$ cat src/sv/wfd_pkg.sv
package wfd_pkg;

    localparam int HIST_LEN    = 20;
    localparam int BASE_WEIGHT = 40;
    localparam int NEW_WEIGHT  = BASE_WEIGHT + HIST_LEN - 1;

    localparam int STATE_W = 2;
    localparam int MASK_W  = 4;
    localparam int THR_W   = 10;
    localparam int SUM_W   = 10;
    localparam int CNT_W   = $clog2(HIST_LEN + 1);

    localparam int APB_ADDR_W = 4;
    localparam int APB_DATA_W = 32;

    localparam logic [THR_W-1:0] THR_LOW_RESET  = THR_W'(250);
    localparam logic [THR_W-1:0] THR_HIGH_RESET = THR_W'(300);

    typedef enum logic [1:0] {
        REG_THR_LOW  = 2'd0,
        REG_THR_HIGH = 2'd1,
        REG_IGNORE   = 2'd2,
        REG_ENABLE   = 2'd3
    } reg_index_t;

    typedef struct packed {
        logic [THR_W-1:0]  thr_low;
        logic [THR_W-1:0]  thr_high;
        logic [MASK_W-1:0] ignore_mask;
        logic              detect_enable;
    } cfg_t;

    typedef struct packed {
        logic [SUM_W-1:0] flap_value_tenths;
        logic             flap_flag;
        logic             flap_changed;
        logic             notify_change;
        logic             reported_flapping;
    } result_t;

endpackage

$ cat src/sv/wfd_in_if.sv
interface wfd_in_if
    import wfd_pkg::*;
();
    logic               valid;
    logic               ready;
    logic [STATE_W-1:0] new_state;

    modport source (output valid, output new_state, input ready);
    modport sink (input valid, input new_state, output ready);
endinterface

$ cat src/sv/wfd_out_if.sv
interface wfd_out_if
    import wfd_pkg::*;
();
    logic             valid;
    logic             ready;
    logic [SUM_W-1:0] flap_value_tenths;
    logic             flap_flag;
    logic             flap_changed;
    logic             notify_change;
    logic             reported_flapping;

    modport source (
        output valid, output flap_value_tenths, output flap_flag, output flap_changed,
        output notify_change, output reported_flapping, input ready
    );
    modport sink (
        input valid, input flap_value_tenths, input flap_flag, input flap_changed,
        input notify_change, input reported_flapping, output ready
    );
endinterface

$ cat src/sv/weighted_flap_detector_core.sv
// Channel     | Direction | Payload
// ------------+-----------+---------------------------------------------------
// state_item  | in        | new_state
// flap_item   | out       | flap_value_tenths, flap_flag, flap_changed,
//             |           | notify_change, reported_flapping
// APB         | in/out    | threshold_low, threshold_high, ignore_mask, enable
//
// One item per cycle while ready is high; results are registered to flap_item.
// The history sum is updated incrementally as the chain of cells shifts.
// An output register and a skid entry let an item be accepted while a result waits.
// state_item.ready is low only while the skid entry is full.
// Reset clears the history, last kept state, flapping state and valid flags.
module weighted_flap_detector_core
    import wfd_pkg::*;
(
    input  logic                  clk,
    input  logic                  rst_n,
    wfd_in_if.sink                state_item,
    wfd_out_if.source             flap_item,
    input  logic                  psel,
    input  logic                  penable,
    input  logic                  pwrite,
    input  logic [APB_ADDR_W-1:0] paddr,
    input  logic [APB_DATA_W-1:0] pwdata,
    output logic [APB_DATA_W-1:0] prdata,
    output logic                  pready
);

    cfg_t               cfg;
    logic               in_fire;
    logic               out_fire;
    logic               ignored;
    logic               change_bit;
    logic [SUM_W-1:0]   value_next;
    logic               flag;
    result_t            res;

    logic [STATE_W-1:0] last_state_reg;
    logic [STATE_W-1:0] last_state_next;
    logic               flapping_reg;
    logic               flapping_next;
    result_t            out_reg;
    result_t            out_next;
    logic               out_valid_reg;
    logic               out_valid_next;
    result_t            skid_reg;
    result_t            skid_next;
    logic               skid_valid_reg;
    logic               skid_valid_next;

    wfd_cfg u_cfg (
        .clk     (clk),
        .rst_n   (rst_n),
        .psel    (psel),
        .penable (penable),
        .pwrite  (pwrite),
        .paddr   (paddr),
        .pwdata  (pwdata),
        .prdata  (prdata),
        .pready  (pready),
        .cfg     (cfg)
    );

    wfd_history u_history (
        .clk        (clk),
        .rst_n      (rst_n),
        .shift      (in_fire),
        .change_bit (change_bit),
        .value_next (value_next)
    );

    assign state_item.ready = !skid_valid_reg;
    assign in_fire          = state_item.valid && !skid_valid_reg;
    assign out_fire         = out_valid_reg && flap_item.ready;

    assign ignored    = cfg.ignore_mask[state_item.new_state];
    assign change_bit = !ignored && (state_item.new_state != last_state_reg);

    always_comb
    begin
        flag = flapping_reg ? (value_next > cfg.thr_low) : (value_next > cfg.thr_high);
        res.flap_value_tenths = value_next;
        res.flap_flag         = flag;
        res.flap_changed      = flag != flapping_reg;
        res.notify_change     = (flag != flapping_reg) && cfg.detect_enable;
        res.reported_flapping = flag && cfg.detect_enable;
    end

    always_comb
    begin
        last_state_next = last_state_reg;
        flapping_next   = flapping_reg;
        out_next        = out_reg;
        out_valid_next  = out_valid_reg;
        skid_next       = skid_reg;
        skid_valid_next = skid_valid_reg;
        if (in_fire)
        begin
            if (!ignored)
            begin
                last_state_next = state_item.new_state;
            end
            flapping_next = flag;
            if (!out_valid_reg || flap_item.ready)
            begin
                out_next       = res;
                out_valid_next = 1'b1;
            end
            else
            begin
                skid_next       = res;
                skid_valid_next = 1'b1;
            end
        end
        else if (out_fire)
        begin
            if (skid_valid_reg)
            begin
                out_next        = skid_reg;
                skid_valid_next = 1'b0;
            end
            else
            begin
                out_valid_next = 1'b0;
            end
        end
    end

    always_ff @(posedge clk or negedge rst_n)
    begin
        if (!rst_n)
        begin
            last_state_reg <= '0;
            flapping_reg   <= 1'b0;
            out_valid_reg  <= 1'b0;
            skid_valid_reg <= 1'b0;
        end
        else
        begin
            last_state_reg <= last_state_next;
            flapping_reg   <= flapping_next;
            out_valid_reg  <= out_valid_next;
            skid_valid_reg <= skid_valid_next;
        end
    end

    always_ff @(posedge clk)
    begin
        out_reg  <= out_next;
        skid_reg <= skid_next;
    end

    assign flap_item.valid             = out_valid_reg;
    assign flap_item.flap_value_tenths = out_reg.flap_value_tenths;
    assign flap_item.flap_flag         = out_reg.flap_flag;
    assign flap_item.flap_changed      = out_reg.flap_changed;
    assign flap_item.notify_change     = out_reg.notify_change;
    assign flap_item.reported_flapping = out_reg.reported_flapping;

endmodule

$ cat src/sv/wfd_cell.sv
module wfd_cell (
    input  logic clk,
    input  logic rst_n,
    input  logic shift,
    input  logic bit_in,
    output logic bit_out
);

    logic bit_reg;
    logic bit_next;

    assign bit_next = shift ? bit_in : bit_reg;
    assign bit_out  = bit_reg;

    always_ff @(posedge clk or negedge rst_n)
    begin
        if (!rst_n)
        begin
            bit_reg <= 1'b0;
        end
        else
        begin
            bit_reg <= bit_next;
        end
    end

endmodule

$ cat src/sv/wfd_history.sv
module wfd_history
    import wfd_pkg::*;
(
    input  logic             clk,
    input  logic             rst_n,
    input  logic             shift,
    input  logic             change_bit,
    output logic [SUM_W-1:0] value_next
);

    // Cell 0 holds the oldest change mark, the last cell the newest.
    logic [HIST_LEN-1:0] taps;
    logic [SUM_W-1:0]    sum_reg;
    logic [SUM_W-1:0]    sum_next;
    logic [CNT_W-1:0]    cnt_reg;
    logic [CNT_W-1:0]    cnt_next;
    logic [SUM_W-1:0]    add_new;
    logic [SUM_W-1:0]    drop_old;

    for (genvar r = 0; r < HIST_LEN; r++)
    begin : g_cell
        if (r == HIST_LEN - 1)
        begin : g_last
            wfd_cell u_cell (
                .clk     (clk),
                .rst_n   (rst_n),
                .shift   (shift),
                .bit_in  (change_bit),
                .bit_out (taps[r])
            );
        end
        else
        begin : g_mid
            wfd_cell u_cell (
                .clk     (clk),
                .rst_n   (rst_n),
                .shift   (shift),
                .bit_in  (taps[r+1]),
                .bit_out (taps[r])
            );
        end
    end

    // Every kept mark moves one rank down and loses one from its weight; the
    // oldest mark leaves with its base weight and the new one enters at the top.
    assign add_new    = change_bit ? SUM_W'(NEW_WEIGHT) : '0;
    assign drop_old   = taps[0] ? SUM_W'(BASE_WEIGHT) : '0;
    assign value_next = sum_reg + add_new + SUM_W'(taps[0]) - SUM_W'(cnt_reg) - drop_old;
    assign sum_next   = shift ? value_next : sum_reg;
    assign cnt_next   = shift ? (cnt_reg + CNT_W'(change_bit) - CNT_W'(taps[0])) : cnt_reg;

    always_ff @(posedge clk or negedge rst_n)
    begin
        if (!rst_n)
        begin
            sum_reg <= '0;
            cnt_reg <= '0;
        end
        else
        begin
            sum_reg <= sum_next;
            cnt_reg <= cnt_next;
        end
    end

endmodule

$ cat src/sv/wfd_cfg.sv
module wfd_cfg
    import wfd_pkg::*;
(
    input  logic                  clk,
    input  logic                  rst_n,
    input  logic                  psel,
    input  logic                  penable,
    input  logic                  pwrite,
    input  logic [APB_ADDR_W-1:0] paddr,
    input  logic [APB_DATA_W-1:0] pwdata,
    output logic [APB_DATA_W-1:0] prdata,
    output logic                  pready,
    output cfg_t                  cfg
);

    cfg_t       cfg_reg;
    cfg_t       cfg_next;
    reg_index_t idx;
    logic       wr_en;

    assign idx    = reg_index_t'(paddr[3:2]);
    assign wr_en  = psel && penable && pwrite;
    assign pready = 1'b1;
    assign cfg    = cfg_reg;

    always_comb
    begin
        cfg_next = cfg_reg;
        if (wr_en)
        begin
            case (idx)
                REG_THR_LOW:  cfg_next.thr_low       = pwdata[THR_W-1:0];
                REG_THR_HIGH: cfg_next.thr_high      = pwdata[THR_W-1:0];
                REG_IGNORE:   cfg_next.ignore_mask   = pwdata[MASK_W-1:0];
                REG_ENABLE:   cfg_next.detect_enable = pwdata[0];
                default:      cfg_next = cfg_reg;
            endcase
        end
    end

    always_comb
    begin
        case (idx)
            REG_THR_LOW:  prdata = APB_DATA_W'(cfg_reg.thr_low);
            REG_THR_HIGH: prdata = APB_DATA_W'(cfg_reg.thr_high);
            REG_IGNORE:   prdata = APB_DATA_W'(cfg_reg.ignore_mask);
            REG_ENABLE:   prdata = APB_DATA_W'(cfg_reg.detect_enable);
            default:      prdata = '0;
        endcase
    end

    always_ff @(posedge clk or negedge rst_n)
    begin
        if (!rst_n)
        begin
            cfg_reg.thr_low       <= THR_LOW_RESET;
            cfg_reg.thr_high      <= THR_HIGH_RESET;
            cfg_reg.ignore_mask   <= '0;
            cfg_reg.detect_enable <= 1'b1;
        end
        else
        begin
            cfg_reg <= cfg_next;
        end
    end

endmodule

$ cat src/flat_wrapper.sv
// flat-port wrapper written by rule: the top's interface ports become plain ports
module weighted_flap_detector_core_flat import wfd_pkg::*;
  (clk, rst_n, psel, penable, pwrite, paddr, pwdata, prdata, pready, state_item_valid, state_item_new_state, state_item_ready, flap_item_valid, flap_item_flap_value_tenths, flap_item_flap_flag, flap_item_flap_changed, flap_item_notify_change, flap_item_reported_flapping, flap_item_ready);
  wfd_in_if state_item_i ();
  wfd_out_if flap_item_i ();
  input  logic clk;
  input  logic rst_n;
  input  logic psel;
  input  logic penable;
  input  logic pwrite;
  input  logic [APB_ADDR_W-1:0] paddr;
  input  logic [APB_DATA_W-1:0] pwdata;
  output logic [APB_DATA_W-1:0] prdata;
  output logic pready;
  input wire logic [$bits(state_item_i.valid)-1:0] state_item_valid;
  input wire logic [$bits(state_item_i.new_state)-1:0] state_item_new_state;
  output wire logic [$bits(state_item_i.ready)-1:0] state_item_ready;
  output wire logic [$bits(flap_item_i.valid)-1:0] flap_item_valid;
  output wire logic [$bits(flap_item_i.flap_value_tenths)-1:0] flap_item_flap_value_tenths;
  output wire logic [$bits(flap_item_i.flap_flag)-1:0] flap_item_flap_flag;
  output wire logic [$bits(flap_item_i.flap_changed)-1:0] flap_item_flap_changed;
  output wire logic [$bits(flap_item_i.notify_change)-1:0] flap_item_notify_change;
  output wire logic [$bits(flap_item_i.reported_flapping)-1:0] flap_item_reported_flapping;
  input wire logic [$bits(flap_item_i.ready)-1:0] flap_item_ready;
  assign state_item_i.valid = state_item_valid;
  assign state_item_i.new_state = state_item_new_state;
  assign state_item_ready = state_item_i.ready;
  assign flap_item_valid = flap_item_i.valid;
  assign flap_item_flap_value_tenths = flap_item_i.flap_value_tenths;
  assign flap_item_flap_flag = flap_item_i.flap_flag;
  assign flap_item_flap_changed = flap_item_i.flap_changed;
  assign flap_item_notify_change = flap_item_i.notify_change;
  assign flap_item_reported_flapping = flap_item_i.reported_flapping;
  assign flap_item_i.ready = flap_item_ready;
  weighted_flap_detector_core u_core (.clk(clk), .rst_n(rst_n), .state_item(state_item_i), .flap_item(flap_item_i), .psel(psel), .penable(penable), .pwrite(pwrite), .paddr(paddr), .pwdata(pwdata), .prdata(prdata), .pready(pready));
endmodule
$ cat config.mk
export PLATFORM = sky130hd
export DESIGN_NAME = weighted_flap_detector_core_flat
export DESIGN_NICKNAME = d
export VERILOG_FILES = /design/src/sv/wfd_pkg.sv /design/src/sv/wfd_in_if.sv /design/src/sv/wfd_out_if.sv /design/src/sv/weighted_flap_detector_core.sv /design/src/sv/wfd_cell.sv /design/src/sv/wfd_history.sv /design/src/sv/wfd_cfg.sv /design/src/flat_wrapper.sv
export SDC_FILE = /design/constraint.sdc
export NUM_CORES = 1
export LEC_CHECK = 0
export BUFFER_PORTS_ARGS = -buffer_cell sky130_fd_sc_hd__buf_2
export CORE_AREA = 4 4 139 141
export DETAILED_ROUTE_END_ITERATION = 8
export DIE_AREA = 0 0 143 145
export SYNTH_ARGS = -nofsm -noshare
export SYNTH_HDL_FRONTEND = slang
export SYNTH_SLANG_ARGS = --single-unit
$ cat constraint.sdc
create_clock -name clk -period 6.3 [get_ports clk]
set_clock_uncertainty 0.15 [all_clocks]
set_input_delay 0.945 -clock clk [delete_from_list [all_inputs] [get_ports clk]]
set_output_delay 0.945 -clock clk [all_outputs]
set_load 0.02 [all_outputs]
==> summary.md <==
| Metric | Value |
|---|---|
| Die X | 143 um |
| CP arrival | 5.75 ns |
| Worst-skew pair later-pin latency | roughly 0.35 ns |
| Post-synth EDFFs | 28 |
| Syn avg cell area | 9.91 um2 |
| RSZ-0062 raised after global routing | no |
| Yosys reg bits | 93 |
| Syn. warnings | 0 |
| Port buffer count | between 40 and 50 |
| CTS Hold Bufs | 0 |
| Residual DRC | 0 |
| Top cells by area, synth | dfrtp_1 (26%), edfxtp_1 (16%), ha_1 (9.2%), nand2_1 (7.8%), dfstp_2 (5.6%) |
| Max FFs per register | 25 |
| I/O pins | 94 |
| Max stage delay on crit path | ~0.55 ns |
| Initial Util | 28.9% |
| Hold crit path type | register to register |
| Iteration count of the initial detailed-routing pass | 4 |
| Ant. Diodes | 0 |
| Reg2reg setup slack | between 0.8 and 0.9 ns |
| Post-route minimum period | 5.83 ns |
| H-Tree Depth | 3 |
| Post-CTS setup repair buffer count | 0 |
| Ys async rst share | between 60 and 70% |
| Die Y | approximately 150 um |
| First-pass GRT wire length | roughly 18 mm |
| Number of max-cap violations | 0 |
| Worst-path clk slew | 0.07 ns |
| Endpoint type of the worst setup path | register |
| Number of buffers created by CTS | 9 |
| Post-DR wirelength/cell | approximately 13 um |
| Max_slew headroom | 21.5% |
| Nets | roughly 670 |
| Initial DRC count | roughly 260 |
| Finished Core Util | around a third |
| Register area share after synthesis | 47.8% |
| Main synth FF type | dfrtp_1 |
| Critical path endpoint | u_core.flap_item.reported_flapping |
| Synth cell count leaders | nand2_1 (108), inv_1 (58), dfrtp_1 (54) |
| CTS root buf | clkbuf_16 |
| Status | complete, no violations |
| Core area | 0.0180 mm2 |
| Die area | ~0.021 mm2 |
| Largest net degree at the start of global routing | 66 |
| Critical path data required time | slightly above 6 ns |
| Clock tree buffer depth | 2 |
| Hold Vio Cnt, Final | 0 |
| Netlist Area Pre-Place | 0.00519 mm2 |
| Vias in the first global route | 3449 |
| Initial antenna violation count | 0 |
| Antenna-violating nets left | 0 |
| Vias | 3564 |
| Setup TNS | 0 ns |
| Vias per cell | roughly 4.4 |
| R2R Path End | u_core.flap_item.reported_flapping |
| Final Max Slew Viols | 0 |
| Count leader, synth | nand2_1 |
| Critical Path Source | state_item_new_state[0] |
| Drt total wl | 10.5 mm |
| CP Launch Type | primary input |
| Clk sinks | 93 |
| CP cell instances | buf_2 > mux4_2 > a21o_1 > xor2_1 > ha_1 > or2_2 > ha_1 > nand2_1 > a211oi_1 > a211o_1 > a221oi_1 > xor2_1 > inv_1 > ha_1 > a21o_1 > a21o_1 > a221oi_1 > o21ai_0 > a211oi_1 > a211oi_1 |
| Area leader, netlist | dfrtp_1 |
| Endpoints failing setup | 0 |
| Total gr overflow | 0 |
| Final Wtd Congestion | around 0.82 |
| Share of cells above drive strength 1 | 17.9% |
| All-Layer GR Usage | between 10% and 20% |
| Post-synth top area share | between 20% and 30% |
| Worst reg2reg path startpoint | u_core.u_cfg.cfg[4] |
| Reg2Reg Depth | 19 |
| Maximum fanout along the worst path | 6 |
| Row cnt | 49 |
| Cell count after synthesis | around 520 |
| Synth-to-Final Area Change | 15.2% |
| Fmax | 172 MHz |
| Slew of the pin with the lowest slew margin | roughly 1.2 ns |
| Count of unique library cells instantiated by Yosys | 45 |
| WS Path Type | primary input to register |
| Resize count post-CTS | 0 |
| Final Cycle Share | a little over 90% |
| CTS tree | yes |
| HPWL Detailed | 7.70 mm |
| Critical path's slowest cell | mux4_2 |
## layout make-up
cell class	instances	area, um2
repair buffers	60	335
inverters	58	218
clock inverters	4	45.0
fillers	1846	12000
multi-input cells	355	2350
flip-flops and latches	93	2480
clock buffers	12	268
well taps	229	287
## placed cells by master, fill, tap and decap left out, types with 11 or more instances in the layout
| master | Yosys | final |
|---|---|---|
| conb_1 | 2 | 23 |
| nand2_1 | 108 | 108 |
| a21oi_1 | 15 | 15 |
| a21o_1 | 17 | 17 |
| edfxtp_1 | 28 | 28 |
| ha_1 | 38 | 38 |
| dfrtp_1 | 54 | 54 |
| buf_2 | 0 | 46 |
| dfstp_2 | 11 | 11 |
| nor2_1 | 22 | 22 |
| buf_4 | 23 | 14 |
| inv_1 | 58 | 58 |
| o21ai_0 | 39 | 39 |
## how the worst min path moves through the flow
stage | startpoint | endpoint | slack, ns | depth (start not counted)
floorplan | u_core.u_history.g_cell[1].g_mid.u_cell.bit_out | u_core.u_history.g_cell[0].g_mid.u_cell.bit_out | 0.29 | 2
finish | u_core.u_history.g_cell[14].g_mid.u_cell.bit_out | u_core.u_history.g_cell[13].g_mid.u_cell.bit_out | 0.32 | 2
global placement | u_core.u_history.g_cell[14].g_mid.u_cell.bit_out | u_core.u_history.g_cell[13].g_mid.u_cell.bit_out | 0.30 | 2
detailed placement | u_core.u_history.g_cell[2].g_mid.u_cell.bit_out | u_core.u_history.g_cell[1].g_mid.u_cell.bit_out | 0.30 | 2
global route | u_core.u_history.g_cell[1].g_mid.u_cell.bit_out | u_core.u_history.g_cell[0].g_mid.u_cell.bit_out | 0.34 | 2
CTS | u_core.u_history.g_cell[14].g_mid.u_cell.bit_out | u_core.u_history.g_cell[13].g_mid.u_cell.bit_out | 0.32 | 2
## metrics by stage
stage                     cell area (um2)  setup slack, ns  cells  hold slack [ns]
after floorplan                      5270            0.610    545            0.289
after global placement               5670           0.0913    795            0.297
after detailed placement             5670           0.0529    795            0.301
after CTS                            5980            0.439    811            0.320
after global routing                 5980           0.0223    811            0.337
final                                5980            0.471    811            0.316
## metal layers
layer,wire length [um],track usage (%),vias up,part of all wire [%]
li1,-,-,1817,-
met4,148,3.42,0,1.4
met5,0,0,-,0
met3,434,2.50,9,4.1
met2,4470,15.6,71,43
met1,5460,15.5,1667,52
## worst max-delay path: cells and delay by family
family                     cells  cell delay, ns
xor gates and xnor gates       2            0.46
buffers and inverters          2            0.26
and+or+nand+nor                2            0.37
muxes                          1            0.55
AOI/OAI and AO/OA             10            2.40
adders and majority gates      3            0.77
## cell families (layout without fill, tap and decap cells)
kind of cell | count (synthesis) | in the layout | synth area share [%]
XOR/XNOR | 16 | 16 | 2.70
buffers and inverters | 97 | 134 | 8.68
flip-flops | 93 | 93 | 47.8
AND/OR/NAND/NOR | 157 | 157 | 12.8
other | 2 | 23 | 0.145
multiplexers | 22 | 22 | 5.06
AO/OA/AOI/OAI | 92 | 92 | 10.9
adder cells (fa/ha/maj) | 45 | 45 | 11.9
Power is left out: the tool's default activity adds up to more than one toggle a clock period on the data nets, which glitch-free logic cannot reach.
